==> src/sv/mspp_pkg.sv <==
`default_nettype none

package mspp_pkg;

   // Default number formats.
   localparam int FRAC_BITS_DEF      = 16;
   localparam int DUTY_FRAC_BITS_DEF = 14;

   // Configuration port.
   localparam int CSR_INDEX_W = 3;
   localparam int CSR_DATA_W  = 32;

   typedef enum logic [CSR_INDEX_W-1:0] {
      CSR_SPEED_GAIN    = 3'd0,
      CSR_PROP_GAIN     = 3'd1,
      CSR_INTEG_GAIN_DT = 3'd2,
      CSR_DERIV_GAIN_FS = 3'd3,
      CSR_PWM_PERIOD    = 3'd4
   } csr_index_type;

   // Shared multiplier: 33-bit magnitude times 32-bit gain or PWM period.
   localparam int MUL_A_W = 33;
   localparam int MUL_B_W = 32;
   localparam int PROD_W  = MUL_A_W + MUL_B_W;
   // Signed gain term and the wider accumulator that sums two terms and the integrator.
   localparam int TERM_W  = PROD_W + 1;
   localparam int ACC_W   = TERM_W + 2;

   localparam logic signed [ACC_W-1:0] SAT_HI = ACC_W'(64'sh0000_0000_7FFF_FFFF);
   localparam logic signed [ACC_W-1:0] SAT_LO = -SAT_HI - ACC_W'(1);

   // Microprogram length and step counter.
   localparam int UCODE_STEPS = 18;
   localparam int PC_W        = $clog2(UCODE_STEPS);
   localparam logic [PC_W-1:0] STEP_IDLE = '0;

   typedef enum logic [1:0] {
      SEQ_NEXT,
      SEQ_WAIT_REQ,
      SEQ_PUBLISH
   } seq_op_type;

   typedef enum logic [1:0] {
      A_CNT,
      A_ERR,
      A_DIFF,
      A_DUTY
   } mul_a_type;

   typedef enum logic [2:0] {
      B_SPEED_GAIN,
      B_PROP,
      B_INTEG,
      B_DERIV,
      B_PERIOD
   } mul_b_type;

   typedef enum logic [1:0] {
      TERM_NONE,
      TERM_RAW,
      TERM_SHIFT
   } term_op_type;

   typedef enum logic [3:0] {
      ALU_NOP,
      ALU_SPEED,
      ALU_ERR,
      ALU_DIFF,
      ALU_INTEG,
      ALU_ACC_LOAD,
      ALU_ACC_ADD_TERM,
      ALU_ACC_ADD_INTEG,
      ALU_CLAMP,
      ALU_DUTY
   } alu_op_type;

   // One control word of the microprogram.
   typedef struct packed {
      seq_op_type  seq;
      mul_a_type   mul_a;
      mul_b_type   mul_b;
      logic        mul_load;
      term_op_type term_op;
      alu_op_type  alu_op;
   } ucode_type;

   // Conditions the sequencer branches on.
   typedef struct packed {
      logic req_fire;
      logic out_free;
   } seq_cond_type;

   // Sequencer outputs toward the datapath and the handshake logic.
   typedef struct packed {
      ucode_type word;
      logic      idle;
      logic      publish;
   } seq_status_type;

   localparam ucode_type UCODE_NOP = '{
      seq:      SEQ_NEXT,
      mul_a:    A_CNT,
      mul_b:    B_SPEED_GAIN,
      mul_load: 1'b0,
      term_op:  TERM_NONE,
      alu_op:   ALU_NOP
   };

   // Control store. The multiplier registers its operands and then its product,
   // so each term is taken from the product register after both have loaded.
   function automatic ucode_type ucode_rom(input logic [PC_W-1:0] step);
      ucode_type w;
      w = UCODE_NOP;
      case (step)
         PC_W'(0): begin
            w.seq = SEQ_WAIT_REQ;
         end
         PC_W'(1): begin
            w.mul_load = 1'b1;
            w.mul_a    = A_CNT;
            w.mul_b    = B_SPEED_GAIN;
         end
         PC_W'(2): begin
            w.alu_op = ALU_NOP;
         end
         PC_W'(3): begin
            w.term_op = TERM_RAW;
         end
         PC_W'(4): begin
            w.alu_op = ALU_SPEED;
         end
         PC_W'(5): begin
            w.alu_op = ALU_ERR;
         end
         PC_W'(6): begin
            w.alu_op   = ALU_DIFF;
            w.mul_load = 1'b1;
            w.mul_a    = A_ERR;
            w.mul_b    = B_INTEG;
         end
         PC_W'(7): begin
            w.mul_load = 1'b1;
            w.mul_a    = A_ERR;
            w.mul_b    = B_PROP;
         end
         PC_W'(8): begin
            w.mul_load = 1'b1;
            w.mul_a    = A_DIFF;
            w.mul_b    = B_DERIV;
            w.term_op  = TERM_SHIFT;
         end
         PC_W'(9): begin
            w.alu_op  = ALU_INTEG;
            w.term_op = TERM_SHIFT;
         end
         PC_W'(10): begin
            w.alu_op  = ALU_ACC_LOAD;
            w.term_op = TERM_SHIFT;
         end
         PC_W'(11): begin
            w.alu_op = ALU_ACC_ADD_TERM;
         end
         PC_W'(12): begin
            w.alu_op = ALU_ACC_ADD_INTEG;
         end
         PC_W'(13): begin
            w.alu_op = ALU_CLAMP;
         end
         PC_W'(14): begin
            w.alu_op = ALU_DUTY;
         end
         PC_W'(15): begin
            w.mul_load = 1'b1;
            w.mul_a    = A_DUTY;
            w.mul_b    = B_PERIOD;
         end
         PC_W'(16): begin
            w.alu_op = ALU_NOP;
         end
         PC_W'(17): begin
            w.seq = SEQ_PUBLISH;
         end
         default: begin
            w = UCODE_NOP;
         end
      endcase
      return w;
   endfunction

   // Saturate a wide signed value to the signed 32-bit range.
   function automatic logic signed [31:0] sat32(input logic signed [ACC_W-1:0] v);
      logic signed [ACC_W-1:0] r;
      if (v > SAT_HI) begin
         r = SAT_HI;
      end else if (v < SAT_LO) begin
         r = SAT_LO;
      end else begin
         r = v;
      end
      return 32'(r);
   endfunction

endpackage

`default_nettype wire

==> src/sv/motor_speed_pid_pwm.sv <==
`default_nettype none

// Motor speed PID controller with PWM output. Each request transaction is one
// control tick: the signed encoder count is scaled by speed_gain to a Q16.16
// measured speed, the error against target_speed drives a PID law with an
// integrator clamped to plus or minus one, and the summed drive, clamped to
// plus or minus one, gives duty (Q2.14), the PWM compare count and the two
// direction lines. The work is done by an 18-step microprogram, one wait step
// and 17 working steps, that runs every product through one shared 33 x 32
// multiplier with registered operands and a registered product. Requests are
// taken only while the program waits at its first step; the next request can be
// accepted while the previous result still waits on a stalled response channel,
// and the program holds at its last step for as long as that result has not been
// taken. Gains and period are written through the csr port; the user must write
// them only while idle, which the block itself does not enforce.

module motor_speed_pid_pwm #(
   parameter int FRAC_BITS      = mspp_pkg::FRAC_BITS_DEF,
   parameter int DUTY_FRAC_BITS = mspp_pkg::DUTY_FRAC_BITS_DEF
) (
   input  wire logic                                clock,
   input  wire logic                                reset,
   input  wire logic                                csr_wr_en,
   input  wire logic [mspp_pkg::CSR_INDEX_W-1:0]    csr_index,
   input  wire logic [mspp_pkg::CSR_DATA_W-1:0]     csr_wdata,
   input  wire logic                                req_valid,
   output logic                                     req_stall,
   input  wire logic signed [15:0]                  req_count_delta,
   input  wire logic signed [31:0]                  req_target_speed,
   output logic                                     rsp_valid,
   input  wire logic                                rsp_stall,
   output logic [15:0]                              rsp_compare_value,
   output logic                                     rsp_drive_fwd,
   output logic                                     rsp_drive_rev,
   output logic signed [15:0]                       rsp_duty,
   output logic signed [31:0]                       rsp_measured_speed
);

   mspp_pkg::seq_cond_type   seq_cond;
   mspp_pkg::seq_status_type seq_status;
   logic                     rsp_valid_ff;
   logic                     rsp_valid_in;

   // Channel conditions for the sequencer.
   always_comb begin
      req_stall         = ~seq_status.idle;
      seq_cond.req_fire = req_valid && !req_stall;
      seq_cond.out_free = !rsp_valid_ff || !rsp_stall;
   end

   mspp_sequencer u_sequencer (
      .clock  (clock),
      .reset  (reset),
      .cond   (seq_cond),
      .status (seq_status)
   );

   mspp_datapath #(
      .FRAC_BITS      (FRAC_BITS),
      .DUTY_FRAC_BITS (DUTY_FRAC_BITS)
   ) u_datapath (
      .clock              (clock),
      .reset              (reset),
      .csr_wr_en          (csr_wr_en),
      .csr_index          (csr_index),
      .csr_wdata          (csr_wdata),
      .req_fire           (seq_cond.req_fire),
      .req_count_delta    (req_count_delta),
      .req_target_speed   (req_target_speed),
      .ctrl               (seq_status.word),
      .publish            (seq_status.publish),
      .rsp_compare_value  (rsp_compare_value),
      .rsp_drive_fwd      (rsp_drive_fwd),
      .rsp_drive_rev      (rsp_drive_rev),
      .rsp_duty           (rsp_duty),
      .rsp_measured_speed (rsp_measured_speed)
   );

   // Response valid: set on hand-off, cleared once the transaction is taken.
   always_comb begin
      if (seq_status.publish) begin
         rsp_valid_in = 1'b1;
      end else if (!rsp_stall) begin
         rsp_valid_in = 1'b0;
      end else begin
         rsp_valid_in = rsp_valid_ff;
      end
   end

   always_ff @(posedge clock) begin
      if (reset) begin
         rsp_valid_ff <= 1'b0;
      end else begin
         rsp_valid_ff <= rsp_valid_in;
      end
   end

   assign rsp_valid = rsp_valid_ff;

`ifndef NO_ASSERTIONS
   // An accepted request starts the program, which then refuses further requests.
   a_busy_after_accept: assert property (@(posedge clock) disable iff (reset)
      (req_valid && !req_stall) |=> req_stall)
      else $error("request accepted but sequencer stayed idle");

   // After handing off a result the program returns to its waiting step.
   a_idle_after_publish: assert property (@(posedge clock) disable iff (reset)
      seq_status.publish |=> !req_stall)
      else $error("sequencer did not return to idle after hand-off");

   // Exactly one direction line is active on a valid response.
   a_direction_exclusive: assert property (@(posedge clock) disable iff (reset)
      rsp_valid |-> (rsp_drive_fwd != rsp_drive_rev))
      else $error("direction lines not exclusive");
`endif

endmodule

`default_nettype wire

==> src/sv/mspp_sequencer.sv <==
`default_nettype none

module mspp_sequencer (
   input  wire logic                    clock,
   input  wire logic                    reset,
   input  wire mspp_pkg::seq_cond_type  cond,
   output mspp_pkg::seq_status_type     status
);

   logic [mspp_pkg::PC_W-1:0] pc_ff;
   logic [mspp_pkg::PC_W-1:0] pc_in;
   mspp_pkg::ucode_type       word;

   // Fetch the control word of the current step.
   always_comb begin
      word = mspp_pkg::ucode_rom(pc_ff);
   end

   // Step counter with the two conditional branches of the program.
   always_comb begin
      pc_in = pc_ff;
      case (word.seq)
         mspp_pkg::SEQ_WAIT_REQ: begin
            if (cond.req_fire) begin
               pc_in = pc_ff + mspp_pkg::PC_W'(1);
            end
         end
         mspp_pkg::SEQ_PUBLISH: begin
            if (cond.out_free) begin
               pc_in = mspp_pkg::STEP_IDLE;
            end
         end
         mspp_pkg::SEQ_NEXT: begin
            pc_in = pc_ff + mspp_pkg::PC_W'(1);
         end
         default: begin
            pc_in = mspp_pkg::STEP_IDLE;
         end
      endcase
   end

   always_ff @(posedge clock) begin
      if (reset) begin
         pc_ff <= mspp_pkg::STEP_IDLE;
      end else begin
         pc_ff <= pc_in;
      end
   end

   // Status toward the datapath and the channel logic.
   always_comb begin
      status.word    = word;
      status.idle    = (word.seq == mspp_pkg::SEQ_WAIT_REQ);
      status.publish = (word.seq == mspp_pkg::SEQ_PUBLISH) && cond.out_free;
   end

endmodule

`default_nettype wire

==> src/sv/mspp_datapath.sv <==
`default_nettype none

module mspp_datapath #(
   parameter int FRAC_BITS      = mspp_pkg::FRAC_BITS_DEF,
   parameter int DUTY_FRAC_BITS = mspp_pkg::DUTY_FRAC_BITS_DEF
) (
   input  wire logic                                clock,
   input  wire logic                                reset,
   input  wire logic                                csr_wr_en,
   input  wire logic [mspp_pkg::CSR_INDEX_W-1:0]    csr_index,
   input  wire logic [mspp_pkg::CSR_DATA_W-1:0]     csr_wdata,
   input  wire logic                                req_fire,
   input  wire logic signed [15:0]                  req_count_delta,
   input  wire logic signed [31:0]                  req_target_speed,
   input  wire mspp_pkg::ucode_type                 ctrl,
   input  wire logic                                publish,
   output logic [15:0]                              rsp_compare_value,
   output logic                                     rsp_drive_fwd,
   output logic                                     rsp_drive_rev,
   output logic signed [15:0]                       rsp_duty,
   output logic signed [31:0]                       rsp_measured_speed
);

   localparam int AW     = mspp_pkg::ACC_W;
   localparam int TW     = mspp_pkg::TERM_W;
   localparam int PW     = mspp_pkg::PROD_W;
   localparam int MAW    = mspp_pkg::MUL_A_W;
   localparam int MBW    = mspp_pkg::MUL_B_W;
   localparam int SEL_W  = MAW + 1;
   localparam int UW     = FRAC_BITS + 2;
   localparam int DUTY_W = DUTY_FRAC_BITS + 2;
   localparam int CONV_W = UW + DUTY_W;
   localparam int SH_R   = (FRAC_BITS >= DUTY_FRAC_BITS) ? FRAC_BITS - DUTY_FRAC_BITS : 0;
   localparam int SH_L   = (FRAC_BITS >= DUTY_FRAC_BITS) ? 0 : DUTY_FRAC_BITS - FRAC_BITS;

   localparam logic signed [AW-1:0]     ONE      = AW'(1) << FRAC_BITS;
   localparam logic signed [AW-1:0]     NEG_ONE  = -ONE;
   localparam logic signed [CONV_W-1:0] RND_MASK = (CONV_W'(1) << SH_R) - CONV_W'(1);

   // Clamp to plus or minus one in the FRAC_BITS format.
   function automatic logic signed [AW-1:0] clamp_one(input logic signed [AW-1:0] v);
      logic signed [AW-1:0] r;
      if (v > ONE) begin
         r = ONE;
      end else if (v < NEG_ONE) begin
         r = NEG_ONE;
      end else begin
         r = v;
      end
      return r;
   endfunction

   // Configuration registers.
   logic [31:0] speed_gain_ff;
   logic [31:0] prop_gain_ff;
   logic [31:0] integ_gain_ff;
   logic [31:0] deriv_gain_ff;
   logic [15:0] pwm_period_ff;

   // Latched transaction inputs.
   logic signed [15:0] cnt_ff;
   logic signed [31:0] tgt_ff;

   // Multiplier operand and product registers.
   logic [MAW-1:0] op_a_ff;
   logic           op_neg_ff;
   logic [MBW-1:0] op_b_ff;
   logic [PW-1:0]  prod_ff;
   logic           prod_neg_ff;

   // Working registers.
   logic signed [TW-1:0]     term_ff;
   logic signed [31:0]       speed_ff;
   logic signed [31:0]       err_ff;
   logic signed [32:0]       diff_ff;
   logic signed [31:0]       last_err_ff;
   logic signed [31:0]       integ_ff;
   logic signed [AW-1:0]     acc_ff;
   logic signed [UW-1:0]     u_ff;
   logic signed [DUTY_W-1:0] duty_ff;
   logic signed [DUTY_W-1:0] duty_in;

   // Result registers.
   logic [15:0]        cmp_out_ff;
   logic signed [15:0] duty_out_ff;
   logic               fwd_ff;
   logic               rev_ff;
   logic signed [31:0] speed_out_ff;

   logic signed [SEL_W-1:0] a_sel;
   logic                    a_neg;
   logic [MAW-1:0]          a_mag;
   logic [MBW-1:0]          b_sel;
   logic [PW-1:0]           prod_shift;
   logic signed [TW-1:0]    term_mag;
   logic signed [TW-1:0]    term_in;
   logic signed [CONV_W-1:0] u_ext;
   logic signed [CONV_W-1:0] conv;

   // Configuration writes.
   always_ff @(posedge clock) begin
      if (reset) begin
         speed_gain_ff <= 32'd65536;
         prop_gain_ff  <= '0;
         integ_gain_ff <= '0;
         deriv_gain_ff <= '0;
         pwm_period_ff <= 16'hFFFF;
      end else if (csr_wr_en) begin
         case (csr_index)
            mspp_pkg::CSR_SPEED_GAIN:    speed_gain_ff <= csr_wdata;
            mspp_pkg::CSR_PROP_GAIN:     prop_gain_ff  <= csr_wdata;
            mspp_pkg::CSR_INTEG_GAIN_DT: integ_gain_ff <= csr_wdata;
            mspp_pkg::CSR_DERIV_GAIN_FS: deriv_gain_ff <= csr_wdata;
            mspp_pkg::CSR_PWM_PERIOD:    pwm_period_ff <= csr_wdata[15:0];
            default: begin
            end
         endcase
      end
   end

   // Capture the transaction when it is accepted.
   always_ff @(posedge clock) begin
      if (req_fire) begin
         cnt_ff <= req_count_delta;
         tgt_ff <= req_target_speed;
      end
   end

   // Operand selection; the multiplier works on magnitudes.
   always_comb begin
      case (ctrl.mul_a)
         mspp_pkg::A_CNT:  a_sel = SEL_W'(cnt_ff);
         mspp_pkg::A_ERR:  a_sel = SEL_W'(err_ff);
         mspp_pkg::A_DIFF: a_sel = SEL_W'(diff_ff);
         mspp_pkg::A_DUTY: a_sel = SEL_W'(duty_ff);
         default:          a_sel = '0;
      endcase
      a_neg = a_sel[SEL_W-1];
      a_mag = MAW'(a_neg ? -a_sel : a_sel);
      case (ctrl.mul_b)
         mspp_pkg::B_SPEED_GAIN: b_sel = speed_gain_ff;
         mspp_pkg::B_PROP:       b_sel = prop_gain_ff;
         mspp_pkg::B_INTEG:      b_sel = integ_gain_ff;
         mspp_pkg::B_DERIV:      b_sel = deriv_gain_ff;
         mspp_pkg::B_PERIOD:     b_sel = MBW'(pwm_period_ff);
         default:                b_sel = '0;
      endcase
   end

   // Two-stage multiplier: operand register, then product register.
   always_ff @(posedge clock) begin
      if (ctrl.mul_load) begin
         op_a_ff   <= a_mag;
         op_neg_ff <= a_neg;
         op_b_ff   <= b_sel;
      end
      prod_ff     <= PW'(op_a_ff) * PW'(op_b_ff);
      prod_neg_ff <= op_neg_ff;
   end

   // Signed term: truncation toward zero falls out of shifting the magnitude.
   always_comb begin
      prod_shift = prod_ff >> FRAC_BITS;
      if (ctrl.term_op == mspp_pkg::TERM_SHIFT) begin
         term_mag = signed'(TW'(prod_shift));
      end else begin
         term_mag = signed'(TW'(prod_ff));
      end
      term_in = prod_neg_ff ? -term_mag : term_mag;
   end

   always_ff @(posedge clock) begin
      if (ctrl.term_op != mspp_pkg::TERM_NONE) begin
         term_ff <= term_in;
      end
   end

   // Duty conversion from the FRAC_BITS format, truncating toward zero.
   always_comb begin
      u_ext = CONV_W'(u_ff);
      if (FRAC_BITS >= DUTY_FRAC_BITS) begin
         conv = (u_ext + (u_ff < 0 ? RND_MASK : CONV_W'(0))) >>> SH_R;
      end else begin
         conv = u_ext <<< SH_L;
      end
      duty_in = DUTY_W'(conv);
   end

   // Controller state: integrator and previous error.
   always_ff @(posedge clock) begin
      if (reset) begin
         last_err_ff <= '0;
         integ_ff    <= '0;
      end else begin
         case (ctrl.alu_op)
            mspp_pkg::ALU_DIFF:  last_err_ff <= err_ff;
            mspp_pkg::ALU_INTEG: integ_ff <= 32'(clamp_one(AW'(integ_ff) + AW'(term_ff)));
            default: begin
            end
         endcase
      end
   end

   // Arithmetic steps of the control law.
   always_ff @(posedge clock) begin
      case (ctrl.alu_op)
         mspp_pkg::ALU_SPEED:         speed_ff <= mspp_pkg::sat32(AW'(term_ff));
         mspp_pkg::ALU_ERR:           err_ff <= mspp_pkg::sat32(AW'(tgt_ff) - AW'(speed_ff));
         mspp_pkg::ALU_DIFF:          diff_ff <= 33'(err_ff) - 33'(last_err_ff);
         mspp_pkg::ALU_ACC_LOAD:      acc_ff <= AW'(term_ff);
         mspp_pkg::ALU_ACC_ADD_TERM:  acc_ff <= acc_ff + AW'(term_ff);
         mspp_pkg::ALU_ACC_ADD_INTEG: acc_ff <= acc_ff + AW'(integ_ff);
         mspp_pkg::ALU_CLAMP:         u_ff <= UW'(clamp_one(acc_ff));
         mspp_pkg::ALU_DUTY:          duty_ff <= duty_in;
         default: begin
         end
      endcase
   end

   // Result register, loaded when the program hands off a finished transaction.
   always_ff @(posedge clock) begin
      if (publish) begin
         cmp_out_ff   <= 16'(prod_ff >> DUTY_FRAC_BITS);
         duty_out_ff  <= 16'(duty_ff);
         fwd_ff       <= ~duty_ff[DUTY_W-1];
         rev_ff       <= duty_ff[DUTY_W-1];
         speed_out_ff <= speed_ff;
      end
   end

   assign rsp_compare_value  = cmp_out_ff;
   assign rsp_duty           = duty_out_ff;
   assign rsp_drive_fwd      = fwd_ff;
   assign rsp_drive_rev      = rev_ff;
   assign rsp_measured_speed = speed_out_ff;

endmodule

`default_nettype wire
==> config.mk <==
export PLATFORM = sky130hd
export DESIGN_NAME = motor_speed_pid_pwm
export DESIGN_NICKNAME = d
export VERILOG_FILES = /design/src/sv/mspp_pkg.sv /design/src/sv/motor_speed_pid_pwm.sv /design/src/sv/mspp_sequencer.sv /design/src/sv/mspp_datapath.sv
export SDC_FILE = /design/constraint.sdc
export NUM_CORES = 2
export LEC_CHECK = 0
export BUFFER_PORTS_ARGS = -buffer_cell sky130_fd_sc_hd__buf_4
export CAP_MARGIN = 10
export CORE_ASPECT_RATIO = 1.4
export CORE_MARGIN = 4
export CORE_UTILIZATION = 55
export DETAILED_ROUTE_END_ITERATION = 8
export HOLD_SLACK_MARGIN = 0.12
export PLACE_DENSITY = 0.8
export SYNTH_ARGS = -nofsm -noshare
export SYNTH_HDL_FRONTEND = slang
export SYNTH_SLANG_ARGS = --single-unit
==> constraint.sdc <==
create_clock -name clock -period 10.1 [get_ports clock]
set_input_delay 0.505 -clock clock [delete_from_list [all_inputs] [get_ports clock]]
set_output_delay 0.505 -clock clock [all_outputs]
set_load 0.02 [all_outputs]
==> results.py <==
metrics = {
    "worst_setup_path": {
        "crit_slowest_cell": "edfxtp_1",
        "cp.arrival_ns": 9.77,
        "max_stage_delay_ns": 0.76,
        "crit_fanout": 19,
        "crit_type": "reg -> reg",
        "critPathLaunchType": "flip-flop",
        "cp_common_cell": "fa_1",
        "reg2reg_from": "u_datapath.op_a_ff[3]",
        "worst_setup_path_end_kind": "flip-flop",
        "required_ns": 10.67,
        "startpoint": "u_datapath.op_a_ff[3]",
    },
    "floorplan": {
        "die_area_um2": 143000,
        "io_pins": 156,
        "die_w_um": 321,
        "coreArea_um2": 136000,
        "start_util_pct": 55.4,
        "rows": 160,
        "die_h_um": 446,
    },
    "grt": {
        "grt_pass1_wl_um": 353000,
        "grt_overflow": 0,
        "grt_pass1_vias": 63806,
        "grtUsageTotal_pct": 31.6,
        "antenna_found_initial": 8,
        "grt_start_max_net_pins": 112,
    },
    "final_layout": {
        "syn_to_final_growth_pct": 8.07,
        "drive_gt1_share_pct": 5.90,
        "fin_nets": 9767,
    },
    "detailed_routing": {
        "ant_nets": 0,
        "wl_per_cell_um": 22.2,
        "vias": 60961,
        "drc": 0,
        "drt_first_pass_iters": 8,
        "routed_via_density": 6.01,
        "dr.first_iter.drc_count": 5662,
        "routed_wl_um": 225000,
    },
    "placement": {
        "port_buffers": 155,
        "place_hpwl_um": 173000,
        "routabilityCongestion": 0.972,
    },
    "synth": {
        "ys_seq_area_share_pct": 25.1,
        "ys_ff_latch": 724,
        "syn_inst": 8284,
        "synth.area.top_cells": "fa_1 (25%), edfxtp_1 (18%), ha_1 (7.8%)",
        "synth_edf_count": 444,
        "synth_top_area_share_pct": 24.7,
        "synth-async-reset-ratio_pct": 0,
        "syn_area_um2": 75300,
        "syn_avg_cell_area_um2": 9.09,
        "synth_ff_type": "edfxtp_1",
        "post_synth_num_cell_types": 98,
        "synth.largest_area_cell": "fa_1",
        "synth_warnings": 0,
        "syn_nets": 9771,
    },
    "cts": {
        "insertion_delay_ns": 0.72,
        "cts_buffers": 73,
        "clockBufferDepth": 3,
        "cts_htree_levels": 3,
        "cts_root_buf": "clkbuf_16",
        "clock_sinks": 724,
        "tritoncts": "built",
        "cts_setup_buffers": 0,
        "path_clk_slew_ns": 0.07,
    },
    "timing": {
        "min_period_over_period_pct": 91.1,
        "drv_slew": 0,
        "worstMarginPinSlew_ns": 1.26,
        "hold_viol": 0,
        "period_needed_ns": 9.21,
        "fin_tns_setup_ns": 0,
        "whs_ns": 0.208,
        "skew_ns": 0.0840,
        "fmax_ghz": 0.109,
        "slew_headroom_pct": 15.4,
        "grt_setup_unrepaired": "no",
        "setup_violations": 0,
    },
    "worst_hold_path": {
        "hp-class": "in -> reg",
        "hp-start": "rsp_stall",
    },
    "run_status": {
        "status": "complete, no violations",
    },
    "job": {
        "cap_violations": 0,
    },
}
[final timing paths]
kind	depth (start not counted)	to	slack (ns)
worst max register to register	28	u_datapath.prod_ff[62]	0.89
worst min-delay path	3	rsp_valid	0.21
worst min register to register	0	u_datapath.prod_neg_ff	0.36
worst max-delay path	28	u_datapath.prod_ff[62]	0.89
[cell type report]
cell class	count	area (um^2)
antenna	13	32.5
clock buffer	91	1950
clock inverter	45	543
fill	11160	54500
inverter	1104	4140
multi-input combinational	6034	50800
sequential	724	18900
tap	1782	2230
timing repair buffer	343	2790
[registers in the layout (all words and copies together) (netlist names), 5 cells and up]
| register | count |
|---|---|
| u_datapath.acc_ff | 68 |
| u_datapath.term_ff | 66 |
| u_datapath.prod_ff | 65 |
| u_datapath.diff_ff | 33 |
| u_datapath.op_a_ff | 33 |
| u_datapath.deriv_gain_ff | 32 |
| u_datapath.err_ff | 32 |
| u_datapath.integ_ff | 32 |
| u_datapath.integ_gain_ff | 32 |
| u_datapath.last_err_ff | 32 |
| u_datapath.op_b_ff | 32 |
| u_datapath.prop_gain_ff | 32 |
| u_datapath.rsp_measured_speed | 32 |
| u_datapath.speed_ff | 32 |
| u_datapath.speed_gain_ff | 32 |
| u_datapath.tgt_ff | 32 |
| u_datapath.u_ff | 18 |
| u_datapath.cnt_ff | 16 |
| u_datapath.duty_ff | 16 |
| u_datapath.pwm_period_ff | 16 |
| u_datapath.rsp_compare_value | 16 |
| u_datapath.rsp_duty | 16 |
| u_sequencer.pc_ff | 5 |
[metal layers]
layer	track usage [%]	wire length, um
met1	36.6	79500
met2	53.5	109000
met3	5.55	18100
met4	21.4	18200
met5	0	27
[Yosys cell counts, drive strengths merged (20+ instances only)]
| master | count |
|---|---|
| mux2i | 61 |
| nand2b | 45 |
| xor2 | 142 |
| or3 | 28 |
| ha | 469 |
| a22oi | 22 |
| nand3 | 99 |
| buf | 34 |
| mux2 | 35 |
| o21bai | 35 |
| and2 | 523 |
| nand2 | 1399 |
| dfxtp | 280 |
| nor3 | 115 |
| nor4 | 47 |
| o21a | 58 |
| o221ai | 22 |
| and3 | 37 |
| clkbuf | 388 |
| nand4 | 86 |
| a31oi | 41 |
| o31ai | 30 |
| o21ai | 288 |
| nand3b | 25 |
| or2 | 20 |
| nor2b | 37 |
| inv | 1102 |
| a21o | 198 |
| xnor2 | 171 |
| a222oi | 32 |
| fa | 930 |
| edfxtp | 444 |
| a21oi | 477 |
| a211oi | 41 |
| nor2 | 280 |
[worst max-delay path, delay by kind of cell, from the launching register on]
kind / cells / cell delay, ns
AND/OR/NAND/NOR: 4 / 0.75
XOR/XNOR: 1 / 0.14
adder cells (fa/ha/maj): 9 / 4.20
flip-flops: 1 / 0.76
AO/OA/AOI/OAI: 8 / 2.46
buffers and inverters: 6 / 0.77
[cell usage in the layout, fill, tap and decap left out, types with 22 or more instances in the layout]
cell           Yosys  layout
nand2_1         1399    1398
inv_1           1102    1101
fa_1             930     930
and2_1           523     522
a21oi_1          476     475
ha_1             469     469
edfxtp_1         444     444
dfxtp_1          280     279
o21ai_0          275     274
nor2_1           279     273
buf_4              3     260
a21o_1           198     198
xnor2_1          171     171
xor2_1           142     142
nor3_1           113     112
nand3_1           99      98
nand4_1           86      86
dlygate4sd3_1      0      80
clkbuf_16          0      73
mux2i_1           61      61
o21a_1            58      58
nand2b_1          44      44
nor4_1            44      41
a31oi_1           41      41
a211oi_1          41      41
nor2b_1           37      37
and3_1            37      36
o21bai_1          35      35
mux2_2            35      35
a222oi_1          32      32
or3_1             28      27
o31ai_1           30      27
nand3b_1          25      25
o221ai_1          22      22
a22oi_1           22      22
[metrics by stage]
step | std cells | util [%] | worst slack, ns | cell area [um^2]
floorplan | 8284 | - | 2.31 | 75300
global placement | 9905 | 57.4 | 1.12 | 78000
detailed placement | 9905 | 57.4 | 1.05 | 78000
CTS | 10121 | 59.8 | 0.911 | 81300
global route | 10133 | 59.9 | 0.432 | 81400
finish | 10136 | 59.9 | 0.894 | 81400
[logic make-up (layout without fill, tap and decap cells)]
group / count (synthesis) / in the layout / synth area share [%]
DFF: 724 / 724 / 25.1
adders and majority gates: 1405 / 1405 / 32.6
buffers and inverters: 1526 / 1583 / 7.64
muxes: 96 / 96 / 1.33
xor gates and xnor gates: 313 / 313 / 3.64
and+or+nand+nor: 2800 / 2800 / 17.6
other: 0 / 13 / 0
AOI/OAI and AO/OA: 1420 / 1420 / 12.0
[what timing repair did]
item                                   4_1_cts  5_1_grt
gates resized for setup                      0        0
hold buffers                                80        0
endpoints found under the hold margin      178        0
Power is left out: the tool's default activity adds up to more than one toggle a clock period on the data nets, which glitch-free logic cannot reach.
